**config.mk**
```make
export PLATFORM = sky130hd
export DESIGN_NAME = multichannel_exp_smoother_flat
export DESIGN_NICKNAME = d
export VERILOG_FILES = /design/src/rtl/mexps_pkg.sv /design/src/rtl/mexps_in_if.sv /design/src/rtl/mexps_out_if.sv /design/src/rtl/multichannel_exp_smoother.sv /design/src/rtl/mexps_ram.sv /design/src/flat_wrapper.sv
export VERILOG_INCLUDE_DIRS = /design/src /design/src/rtl
export SDC_FILE = /design/constraint.sdc
export NUM_CORES = 2
export LEC_CHECK = 0
export BUFFER_PORTS_ARGS = -buffer_cell sky130_fd_sc_hd__buf_4
export CORE_ASPECT_RATIO = 0.75
export CORE_MARGIN = 2
export CORE_UTILIZATION = 30
export CTS_CLUSTER_SIZE = 24
export DETAILED_ROUTE_END_ITERATION = 10
export RECOVER_POWER = 100
export SYNTH_ARGS = -nofsm -noshare
export SYNTH_HDL_FRONTEND = slang
export SYNTH_SLANG_ARGS = --single-unit
```
**constraint.sdc**
```tcl
create_clock -name clk_i -period 25.3 [get_ports clk_i]
set_input_delay 5.06 -clock clk_i [delete_from_list [all_inputs] [get_ports clk_i]]
set_output_delay 5.06 -clock clk_i [all_outputs]
set_load 0.02 [all_outputs]
```
**src/rtl/multichannel_exp_smoother_macros.svh**
```systemverilog
// assertion helpers shared by the rtl; clock clk_i and reset rst_ni are assumed in scope
`ifndef MULTICHANNEL_EXP_SMOOTHER_MACROS_SVH
`define MULTICHANNEL_EXP_SMOOTHER_MACROS_SVH

// general property, checked outside reset
`define MEXPS_ASSERT(name, prop, msg) \
  name: assert property (@(posedge clk_i) disable iff (!rst_ni) prop) else $error(msg);

// same-cycle implication, checked outside reset
`define MEXPS_ASSERT_IMPL(name, ante, cons, msg) \
  name: assert property (@(posedge clk_i) disable iff (!rst_ni) (ante) |-> (cons)) \
    else $error(msg);

`endif

```
**src/rtl/mexps_pkg.sv**
```systemverilog
`timescale 1ns / 1ps
`default_nettype none

package mexps_pkg;

  localparam int CHAN_W          = 4;
  localparam int COEF_W          = 16;
  localparam int FRAC_W          = 16;
  localparam int CHANNELS_DEF    = 16;
  localparam int SAMPLE_BITS_DEF = 16;
  // one half in the q.16 fraction, used for round half up
  localparam int HALF_LSB        = 1 << (FRAC_W - 1);
  // one in unsigned q0.16, needs one bit beyond the coefficient
  localparam int ONE_Q16         = 1 << COEF_W;

endpackage

`default_nettype wire

```
**src/rtl/mexps_in_if.sv**
```systemverilog
`timescale 1ns / 1ps
`default_nettype none

interface mexps_in_if #(
  parameter int SampleBits = mexps_pkg::SAMPLE_BITS_DEF
);
  logic                            valid;
  logic                            ready;
  logic signed [SampleBits-1:0]    sample;
  logic [mexps_pkg::CHAN_W-1:0]    channel;

  modport source (output valid, sample, channel, input ready);
  modport sink   (input valid, sample, channel, output ready);
endinterface

`default_nettype wire

```
**src/rtl/mexps_out_if.sv**
```systemverilog
`timescale 1ns / 1ps
`default_nettype none

interface mexps_out_if #(
  parameter int SampleBits = mexps_pkg::SAMPLE_BITS_DEF
);
  logic                            valid;
  logic                            ready;
  logic signed [SampleBits-1:0]    smoothed_value;
  logic [mexps_pkg::CHAN_W-1:0]    out_channel;

  modport source (output valid, smoothed_value, out_channel, input ready);
  modport sink   (input valid, smoothed_value, out_channel, output ready);
endinterface

`default_nettype wire

```
**src/rtl/multichannel_exp_smoother.sv**
```systemverilog
// multichannel exponential smoother: one single-pole low-pass per channel, all channels
// sharing the unsigned q0.16 coefficient written on cfg_we_i/cfg_wdata_i. each input beat
// (signed sample, channel) gives exactly one output beat: the channel's new level
// coef*level + (1-coef)*sample held in q.16, rounded half up to an integer, with its channel.
// the first sample on a channel after reset or after any coefficient write loads the level
// directly; a zero coefficient passes samples through; a channel at or above CHANNELS passes
// the sample through and leaves all state alone. throughput is one beat per clock, any channel
// order, including the same channel on consecutive beats, while out_o.ready holds; each beat
// is registered in stage 1 and then in the output register, from which the result leaves.
// the rate is set by the single multiply-accumulate stage, which reads the level from a
// synchronous ram and takes the last written level through a forwarding register when the
// previous beat hit the same channel. the coefficient may only be written while no beat is
// in flight.
`timescale 1ns / 1ps
`default_nettype none

`include "multichannel_exp_smoother_macros.svh"

module multichannel_exp_smoother #(
  parameter int CHANNELS    = mexps_pkg::CHANNELS_DEF,
  parameter int SAMPLE_BITS = mexps_pkg::SAMPLE_BITS_DEF
) (
  input  wire logic                         clk_i,
  input  wire logic                         rst_ni,
  input  wire logic                         cfg_we_i,
  input  wire logic [mexps_pkg::COEF_W-1:0] cfg_wdata_i,
  mexps_in_if.sink                          in_i,
  mexps_out_if.source                       out_o
);

  localparam int IdxW   = (CHANNELS > 1) ? $clog2(CHANNELS) : 1;
  localparam int FracW  = mexps_pkg::FRAC_W;
  localparam int CoefW  = mexps_pkg::COEF_W;
  localparam int LevelW = SAMPLE_BITS + FracW;        // q(sample).16 level
  localparam int ProdW  = SAMPLE_BITS + CoefW + 2;    // (1-coef)*sample, and the level sum
  localparam int MacW   = LevelW + CoefW + 1;         // coef*level

  localparam logic [8:0]          ChanLimit = 9'(CHANNELS);
  localparam logic [CoefW:0]      OneQ16    = (CoefW + 1)'(mexps_pkg::ONE_Q16);
  localparam logic signed [MacW-1:0]   MacHalf = MacW'(mexps_pkg::HALF_LSB);
  localparam logic signed [LevelW:0]   LvlHalf = (LevelW + 1)'(mexps_pkg::HALF_LSB);
  localparam logic signed [SAMPLE_BITS-1:0] SatMax = {1'b0, {(SAMPLE_BITS - 1){1'b1}}};
  localparam logic signed [SAMPLE_BITS-1:0] SatMin = {1'b1, {(SAMPLE_BITS - 1){1'b0}}};

  // coefficient register and per-channel started flags
  logic [CoefW-1:0]    coef_q;
  logic [CHANNELS-1:0] started_q;

  // stage 1: level read in flight, (1-coef)*sample already formed
  logic                          s1_valid_q;
  logic signed [SAMPLE_BITS-1:0] s1_sample_q;
  logic [mexps_pkg::CHAN_W-1:0]  s1_chan_q;
  logic [IdxW-1:0]               s1_idx_q;
  logic                          s1_inrange_q;
  logic signed [ProdW-1:0]       s1_prod_q;

  // last level written, for a same-channel beat right behind it
  logic                          fwd_valid_q;
  logic [IdxW-1:0]               fwd_idx_q;
  logic signed [LevelW-1:0]      fwd_level_q;

  // output register
  logic                          out_valid_q;
  logic signed [SAMPLE_BITS-1:0] out_value_q;
  logic [mexps_pkg::CHAN_W-1:0]  out_chan_q;

  logic                          in_accept;
  logic                          s1_adv;
  logic [IdxW-1:0]               in_idx;
  logic                          in_inrange;
  logic [CoefW:0]                one_minus_coef;
  logic signed [ProdW-1:0]       prod0;

  logic [LevelW-1:0]             ram_rdata;
  logic                          ram_we;
  logic signed [LevelW-1:0]      level_op;
  logic                          s1_started;
  logic signed [MacW-1:0]        mac;
  logic signed [MacW-1:0]        mac_rnd;
  logic signed [ProdW-1:0]       level_sum;
  logic signed [LevelW-1:0]      new_level;
  logic signed [LevelW:0]        lvl_rnd;
  logic signed [SAMPLE_BITS:0]   int_rnd;
  logic signed [SAMPLE_BITS-1:0] result;

  // handshake: stage 1 moves on whenever the output register is free or being emptied
  assign s1_adv     = s1_valid_q && (!out_valid_q || out_o.ready);
  assign in_i.ready = !s1_valid_q || s1_adv;
  assign in_accept  = in_i.valid && in_i.ready;

  assign in_idx     = IdxW'(in_i.channel);
  assign in_inrange = 9'(in_i.channel) < ChanLimit;

  // stage 0 multiplier: (1-coef)*sample, already scaled by 2^16
  assign one_minus_coef = OneQ16 - {1'b0, coef_q};
  assign prod0          = ProdW'($signed({1'b0, one_minus_coef})) * ProdW'(in_i.sample);

  mexps_ram #(
    .Width (LevelW),
    .Depth (CHANNELS)
  ) u_level_ram (
    .clk_i   (clk_i),
    .we_i    (ram_we),
    .waddr_i (s1_idx_q),
    .wdata_i (new_level),
    .re_i    (in_accept),
    .raddr_i (in_idx),
    .rdata_o (ram_rdata)
  );

  // the ram returns old data when the previous beat writes the same entry on the read edge
  assign level_op   = (fwd_valid_q && (fwd_idx_q == s1_idx_q)) ? fwd_level_q
                                                                : $signed(ram_rdata);
  assign s1_started = s1_inrange_q && started_q[s1_idx_q];

  // coef*level rounded back to q.16; a zero coefficient reduces this to the plain sample
  assign mac       = MacW'($signed({1'b0, coef_q})) * MacW'(level_op);
  assign mac_rnd   = mac + MacHalf;
  assign level_sum = ProdW'(mac_rnd >>> FracW) + s1_prod_q;

  always_comb begin
    if (s1_started) begin
      new_level = LevelW'(level_sum);
    end else begin
      new_level = {s1_sample_q, {FracW{1'b0}}};
    end
  end

  // round half up to an integer and clamp to the sample range; an out-of-range channel passes its sample
  assign lvl_rnd = {new_level[LevelW-1], new_level} + LvlHalf;
  assign int_rnd = lvl_rnd[LevelW:FracW];

  always_comb begin
    if (!s1_inrange_q) begin
      result = s1_sample_q;
    end else if (int_rnd[SAMPLE_BITS] != int_rnd[SAMPLE_BITS-1]) begin
      result = int_rnd[SAMPLE_BITS] ? SatMin : SatMax;
    end else begin
      result = int_rnd[SAMPLE_BITS-1:0];
    end
  end

  assign ram_we = s1_adv && s1_inrange_q;

  // control state
  always_ff @(posedge clk_i or negedge rst_ni) begin
    if (!rst_ni) begin
      coef_q      <= '0;
      started_q   <= '0;
      s1_valid_q  <= 1'b0;
      fwd_valid_q <= 1'b0;
      out_valid_q <= 1'b0;
    end else begin
      if (cfg_we_i) begin
        coef_q    <= cfg_wdata_i;
        started_q <= '0;
      end else if (ram_we) begin
        started_q[s1_idx_q] <= 1'b1;
      end
      if (in_i.ready) begin
        s1_valid_q <= in_i.valid;
      end
      if (ram_we) begin
        fwd_valid_q <= 1'b1;
      end
      if (s1_adv) begin
        out_valid_q <= 1'b1;
      end else if (out_o.ready) begin
        out_valid_q <= 1'b0;
      end
    end
  end

  // payload
  always_ff @(posedge clk_i) begin
    if (in_accept) begin
      s1_sample_q  <= in_i.sample;
      s1_chan_q    <= in_i.channel;
      s1_idx_q     <= in_idx;
      s1_inrange_q <= in_inrange;
      s1_prod_q    <= prod0;
    end
    if (ram_we) begin
      fwd_idx_q   <= s1_idx_q;
      fwd_level_q <= new_level;
    end
    if (s1_adv) begin
      out_value_q <= result;
      out_chan_q  <= s1_chan_q;
    end
  end

  assign out_o.valid          = out_valid_q;
  assign out_o.smoothed_value = out_value_q;
  assign out_o.out_channel    = out_chan_q;

  // a coefficient write restarts every channel
  `MEXPS_ASSERT(a_cfg_clears_started, cfg_we_i |=> (started_q == '0), "started flags not cleared")
  // a level write marks its channel as started
  `MEXPS_ASSERT(a_write_sets_started, (ram_we && !cfg_we_i) |=> started_q[$past(s1_idx_q)],
                "channel not marked started after level write")
  // a held result blocks stage 1, so no beat may enter behind a full stage 1
  `MEXPS_ASSERT_IMPL(a_no_accept_when_full, s1_valid_q && out_valid_q && !out_o.ready,
                     !in_accept, "beat accepted while stage 1 is blocked")
  // a fresh output beat comes only from stage 1
  `MEXPS_ASSERT(a_out_from_stage1, $rose(out_valid_q) |-> $past(s1_valid_q),
                "output valid without a beat in stage 1")

endmodule

`default_nettype wire

```
**src/rtl/mexps_ram.sv**
```systemverilog
`timescale 1ns / 1ps
`default_nettype none

module mexps_ram #(
  parameter int Width = 32,
  parameter int Depth = mexps_pkg::CHANNELS_DEF,
  localparam int AddrW = (Depth > 1) ? $clog2(Depth) : 1
) (
  input  wire logic             clk_i,
  input  wire logic             we_i,
  input  wire logic [AddrW-1:0] waddr_i,
  input  wire logic [Width-1:0] wdata_i,
  input  wire logic             re_i,
  input  wire logic [AddrW-1:0] raddr_i,
  output logic      [Width-1:0] rdata_o
);

  logic [Width-1:0] mem_q [Depth];

  always_ff @(posedge clk_i) begin
    if (we_i) begin
      mem_q[waddr_i] <= wdata_i;
    end
  end

  // read data held until the next read
  always_ff @(posedge clk_i) begin
    if (re_i) begin
      rdata_o <= mem_q[raddr_i];
    end
  end

endmodule

`default_nettype wire

```
**src/flat_wrapper.sv**
```systemverilog
// flat-port wrapper written by rule: the top's interface ports become plain ports
module multichannel_exp_smoother_flat 
#(
  parameter int CHANNELS    = mexps_pkg::CHANNELS_DEF,
  parameter int SAMPLE_BITS = mexps_pkg::SAMPLE_BITS_DEF
)
  (clk_i, rst_ni, cfg_we_i, cfg_wdata_i, in_i_valid, in_i_sample, in_i_channel, in_i_ready, out_o_valid, out_o_smoothed_value, out_o_out_channel, out_o_ready);
  mexps_in_if in_i_i ();
  mexps_out_if out_o_i ();
  input  wire logic clk_i;
  input  wire logic rst_ni;
  input  wire logic cfg_we_i;
  input  wire logic [mexps_pkg::COEF_W-1:0] cfg_wdata_i;
  input wire logic [$bits(in_i_i.valid)-1:0] in_i_valid;
  input wire logic [$bits(in_i_i.sample)-1:0] in_i_sample;
  input wire logic [$bits(in_i_i.channel)-1:0] in_i_channel;
  output wire logic [$bits(in_i_i.ready)-1:0] in_i_ready;
  output wire logic [$bits(out_o_i.valid)-1:0] out_o_valid;
  output wire logic [$bits(out_o_i.smoothed_value)-1:0] out_o_smoothed_value;
  output wire logic [$bits(out_o_i.out_channel)-1:0] out_o_out_channel;
  input wire logic [$bits(out_o_i.ready)-1:0] out_o_ready;
  assign in_i_i.valid = in_i_valid;
  assign in_i_i.sample = in_i_sample;
  assign in_i_i.channel = in_i_channel;
  assign in_i_ready = in_i_i.ready;
  assign out_o_valid = out_o_i.valid;
  assign out_o_smoothed_value = out_o_i.smoothed_value;
  assign out_o_out_channel = out_o_i.out_channel;
  assign out_o_i.ready = out_o_ready;
  multichannel_exp_smoother #(.CHANNELS(CHANNELS), .SAMPLE_BITS(SAMPLE_BITS)) u_core (.clk_i(clk_i), .rst_ni(rst_ni), .cfg_we_i(cfg_we_i), .cfg_wdata_i(cfg_wdata_i), .in_i(in_i_i), .out_o(out_o_i));
endmodule
```
# --- After elaboration in Yosys (flattened, before gate mapping) ---
# Memory sizes are Yosys's and may differ from the RTL's. A register that Yosys moved wholly into a read port is not among the register bits.
# Cells that the tools add are included.
classes:
  addsub: 4
  mul: 2
  n_div: 0
  n_lt_le_gt_ge: 2
  eq_ne: 2
  shifts: 0
  mux: 14
  bitwise_logic: 1
  reduce_logical: 10
ops:
  columns: ["cell", "count"]
  rows:
  - ["16-bit 2-to-1 mux", 4]
  - ["32-bit 2-to-1 mux", 2]
  - ["48-bit by 17-bit adder with 48-bit output, second input constant", 1]
  - ["17-bit by 32-bit multiplier with 48-bit output", 1]
  - ["32-bit by 17-bit adder with 33-bit output, second input constant", 1]
  - ["32-bit adder", 1]
  - ["18-bit by 16-bit multiplier with 32-bit output", 1]
  - ["17-bit by 16-bit subtractor with 17-bit output, first input constant", 1]
  - ["16-bit bitwise OR", 1]
  - ["1-bit 2-to-1 mux", 6]
  - ["4-bit by 5-bit < comparator with 1-bit output, second input constant", 1]
  - ["1-bit binary-select mux with 4-bit select", 1]
  - ["1-bit demux with 4-bit select", 1]
  - ["4-bit == test", 1]
  - ["4-bit by 1-bit >= comparator with 1-bit output, second input constant", 1]
  - ["1-bit logical AND", 4]
  - ["2-bit nonzero test", 2]
  - ["1-bit logical NOT", 2]
  - ["1-bit logical OR", 2]
  - ["1-bit inequality test", 1]
word_totals:
  regBits: 139
  latchBits: 0
  ram_bits: 512
  romBits: 0
  inputBits: 41
  output_inout_bits: 22
  wordCells: 47
  mem_count: 1
mem_list:
  columns: ["name", "words", "width", "rd", "rd_ports_with_merged_regs", "write_ports", "line", "source"]
  rows:
  - ["u_core.u_level_ram.mem_q", 16, 32, 1, 1, 1, "mexps_ram.sv:18", "logic [Width-1:0] mem_q [Depth];"]

# --- Longest topological paths before layout ---
depth:
  ltp_word: 10
  ltp_mapped: 48
  mapped_depth_nobuf: 43

# --- By module ---
# A second synthesis with hierarchy kept.
unflattened:
  hier_cells: 4577
  hier_area_um2: 54807.6
modules_own_cells:
  columns: ["module", "instances", "cells_per_inst", "area_per_inst_um2"]
  rows:
  - ["multichannel_exp_smoother", 1, 3739, 34633.2]
  - ["mexps_ram", 1, 838, 20174.3]

# --- Worst setup path before layout ---
# No wires, ideal clock.
synth_timing:
  path_kind: "register -> register"
  start: "reg u_core.s1_chan_q[0] (netlist name)"
  end: "reg u_core.out_value_q[0] (netlist: u_core.out_o.smoothed_value[0]) (data pin)"
  setup_time_ns: 0.274
  arrival_ns: 11.212
  slack_ns: 13.814
  path_stages_with_launch: 45
  path_buffers: 4
  cell_sequence: "edfxtp_1 > buf_6 > xnor2_1 > nand3_1 > nor2_1 > clkbuf_1 > clkbuf_1 > mux2_2 > and2_1 > fa_1 > inv_1 > fa_1 > fa_1 > inv_1 > fa_1 > fa_1 > inv_1 > fa_1 > (+9 left out) > nor2_1 > xnor2_1 > ha_1 > a21oi_2 > a21boi_1 > a311oi_4 > a21oi_1 > o21ai_1 > xnor2_1 > o21ai_0 > ha_1 > a21boi_2 > nand4_1 > nor3_2 > and2b_2 > and4b_1 > buf_6 > o22ai_2"
synth_rtl:
  columns: ["element", "line", "source"]
  rows:
  - ["end signal: assignment", "multichannel_exp_smoother.sv:188", "out_value_q <= result;"]
  - ["end: declaration", "multichannel_exp_smoother.sv:64", "logic signed [SAMPLE_BITS-1:0] out_value_q;"]

==> flow_metrics.tcl <==
set metrics [dict create \
    rr_startpoint "u_core.s1_chan_q[0]" \
    min_to "u_core.out_o.valid" \
    drt_pass1_iterations 7 \
    syn-cell-area_um2 54900 \
    synth.distinct_cells 99 \
    synth-main-ff-cell "edfxtp_1" \
    path_clk_slew_ps 60 \
    grt_overflow_total 0 \
    criticalPathCategory "reg2reg" \
    period_needed_ps 17000 \
    synth_common_cells "inv_1 (895), fa_1 (692), edfxtp_1 (648), nand2_1 (388), and2_1 (341)" \
    clock-sinks 683 \
    synth_top_area_cell "edfxtp_1" \
    yosysWarnings 0 \
    synth_top_area_share 0.354 \
    hold_buffers 0 \
    netlist_top_cells_area "edfxtp_1 (35%), fa_1 (25%), mux4_2 (6.6%)" \
    start_util 0.303 \
    ctsResizeCount 0 \
    grt_antenna_before_repair 5 \
    ys_ff_latch 683 \
    routed_wirelength_mm 141 \
    avgSynthCellArea_um2 12.3 \
    postPlaceCellArea_um2 58300 \
    gp_congestion 0.878 \
    drt_iter0_markers 2958 \
    dieArea_um2 187000 \
    wl_per_cell_um 20.2 \
    cp_data_required_time_ps 25630 \
    grt_pass1_wl_mm 217 \
    status "finished with violations" \
    io_buffer_count 62 \
    stdcell_area_um2 60100 \
    fin_crit_sh 0.672 \
    synth_nets 5493 \
    syn_inst 4474 \
    rr_worst_depth 39 \
    hold_depth 1 \
    rows 135 \
    r2r_end "u_core.out_o.smoothed_value[2]" \
    worstMarginPinSlew_ps 4630 \
    crit_top_cell "fa_1" \
    worst_setup_path_end_kind "flop" \
    cts_tree "yes" \
    clock-skew-final_ps 29.2 \
    fmax_mhz 58.8 \
    insertion_delay_ps 630 \
    hold_viol_final 0 \
    layout.nets 5506 \
    max_slew_margin -2.09 \
    hold_path_class "reg2reg" \
    cts_root_buf "clkbuf_16" \
    crit_arrival_ps 17330 \
    cp-start-kind "flop" \
    coreArea_um2 181000 \
    routed-via-count 33250 \
    final-setup-viol-count 0 \
    design.portCount 63 \
    grt_pass1_vias 34667 \
    final-max-slew-violation-count 1065 \
    post_cts_buffers 0 \
    maxCapViolations 30 \
    track_usage 0.151 \
    hold_start "u_core.s1_valid_q" \
    die-height_um 375 \
    synth_edf_count 648 \
    rsz0062_at_grt "false" \
    drtAntennaViolNets 0 \
    dp_cells 6809 \
    r2r_slack_ps 8300 \
    yosysMostFrequentCell "inv_1" \
    die_width_um 498 \
    dp_hpwl_mm 98.6 \
    layout-drive-gt1-share 0.0926 \
    slowest_stage "clkbuf_1" \
    htreeDepth 3 \
    drc 0 \
    synth-seq-area-share 0.370 \
    async_reset_ff_frac 0.0512 \
    fin_setup_tns_ps 0 \
    fillCellCount 17968 \
    syn2layout_area_growth_pct 9.48 \
    violations "capacitance limit, slew limit" \
    viasPerCell 4.79 \
    cp_slowest_stage_delay_ps 2410 \
    instances_no_fill 6943 \
    cp_max_fo 54 \
    numCtsBuffers 73 \
    grt_max_degree 66 \
    clock_path_buffers 3 \
]
## placed cells by master (no fill, tap or decap), types with 45 or more instances in the layout
master,n
nor2b_1,46
nor2_1,164
clkbuf_1,92
ha_1,286
fa_1,692
o21ai_0,45
edfxtp_1,648
a21oi_1,67
nand2_1,388
clkbuf_16,75
buf_4,52
mux4_2,162
xnor2_1,78
inv_1,895
and2_1,330
## per-layer routing
| layer | up-vias | track usage | routed length (um) |
|---|---|---|---|
| met5 | - | 0 | 16 |
| met4 | 2 | 0.0263 | 2080 |
| met3 | 125 | 0.0252 | 11200 |
| met2 | 1149 | 0.232 | 62700 |
| met1 | 17461 | 0.226 | 64500 |
| li1 | 14513 | - | - |
## worst max-delay path: cells and delay by family, from the launching register on
| kind | cells | cell delay (ps) |
|---|---|---|
| muxes | 1 | 630 |
| AOI/OAI and AO/OA | 12 | 4650 |
| buffers and inverters | 5 | 2620 |
| adders and majority gates | 8 | 3600 |
| xor gates and xnor gates | 1 | 230 |
| and+or+nand+nor | 12 | 4370 |
| DFF | 1 | 560 |
## registers in the layout, indices dropped and copies added (netlist names)
signal                       cells
u_core.out_o.smoothed_value     16
u_core.coef_q                   16
u_core.s1_sample_q              16
u_core.fwd_valid_q               1
u_core.u_level_ram.mem_q       512
u_core.started_q                16
u_core.s1_chan_q                 4
u_core.s1_valid_q                1
u_core.u_level_ram.rdata_o      32
u_core.fwd_level_q              32
u_core.fwd_idx_q                 4
u_core.s1_prod_q                32
u_core.out_o.valid               1
## logic make-up (layout without fill, tap and decap cells)
family / Yosys count / count (layout) / share of synthesized area
and+or+nand+nor: 1103 / 1103 / 0.101
buffers and inverters: 1088 / 1159 / 0.0761
adders and majority gates: 978 / 978 / 0.317
DFF: 683 / 683 / 0.370
AOI/OAI and AO/OA: 268 / 268 / 0.0351
muxes: 240 / 240 / 0.0825
xor gates and xnor gates: 114 / 114 / 0.0182
other: 0 / 1 / 0
## worst max path at each step
| stage | end | startpoint | slack (ps) | cells after the start |
|---|---|---|---|---|
| 2_1_floorplan | u_core.out_o.smoothed_value[0] | u_core.s1_chan_q[0] | 13810 | 44 |
| 3_3_place_gp | u_core.out_o.smoothed_value[13] | u_core.s1_chan_q[3] | 12210 | 39 |
| 3_5_place_dp | u_core.out_o.smoothed_value[5] | u_core.s1_chan_q[0] | 12060 | 39 |
| 4_1_cts | u_core.out_o.smoothed_value[7] | u_core.s1_chan_q[0] | 12000 | 40 |
| 5_1_grt | u_core.out_o.smoothed_value[4] | u_core.s1_chan_q[0] | 7230 | 39 |
| 6_report | u_core.out_o.smoothed_value[2] | u_core.s1_chan_q[0] | 8300 | 39 |
## metrics by stage
stage	setup WS [ps]	utilization	hold WS [ps]
global placement	12210	0.322	470
CTS	12000	0.334	493
floorplan	13810	-	421
finish	8300	0.332	492
detailed placement	12060	0.322	477
global route	7230	0.332	507
## layout make-up
cell class                 instances  area (um2)  area share
tap                             2397        3000      0.0499
clock inverter                    42         359     0.00597
inverter                         897        3370      0.0560
timing repair buffer             129         683      0.0114
clock buffer                      91        1940      0.0322
sequential                       683       20300       0.338
multi-input combinational       2703       30400       0.506
antenna                            1        2.50   0.0000416
Power is not shown: default switching activity piles up to over one toggle a cycle in this logic, so the estimate is an artifact.
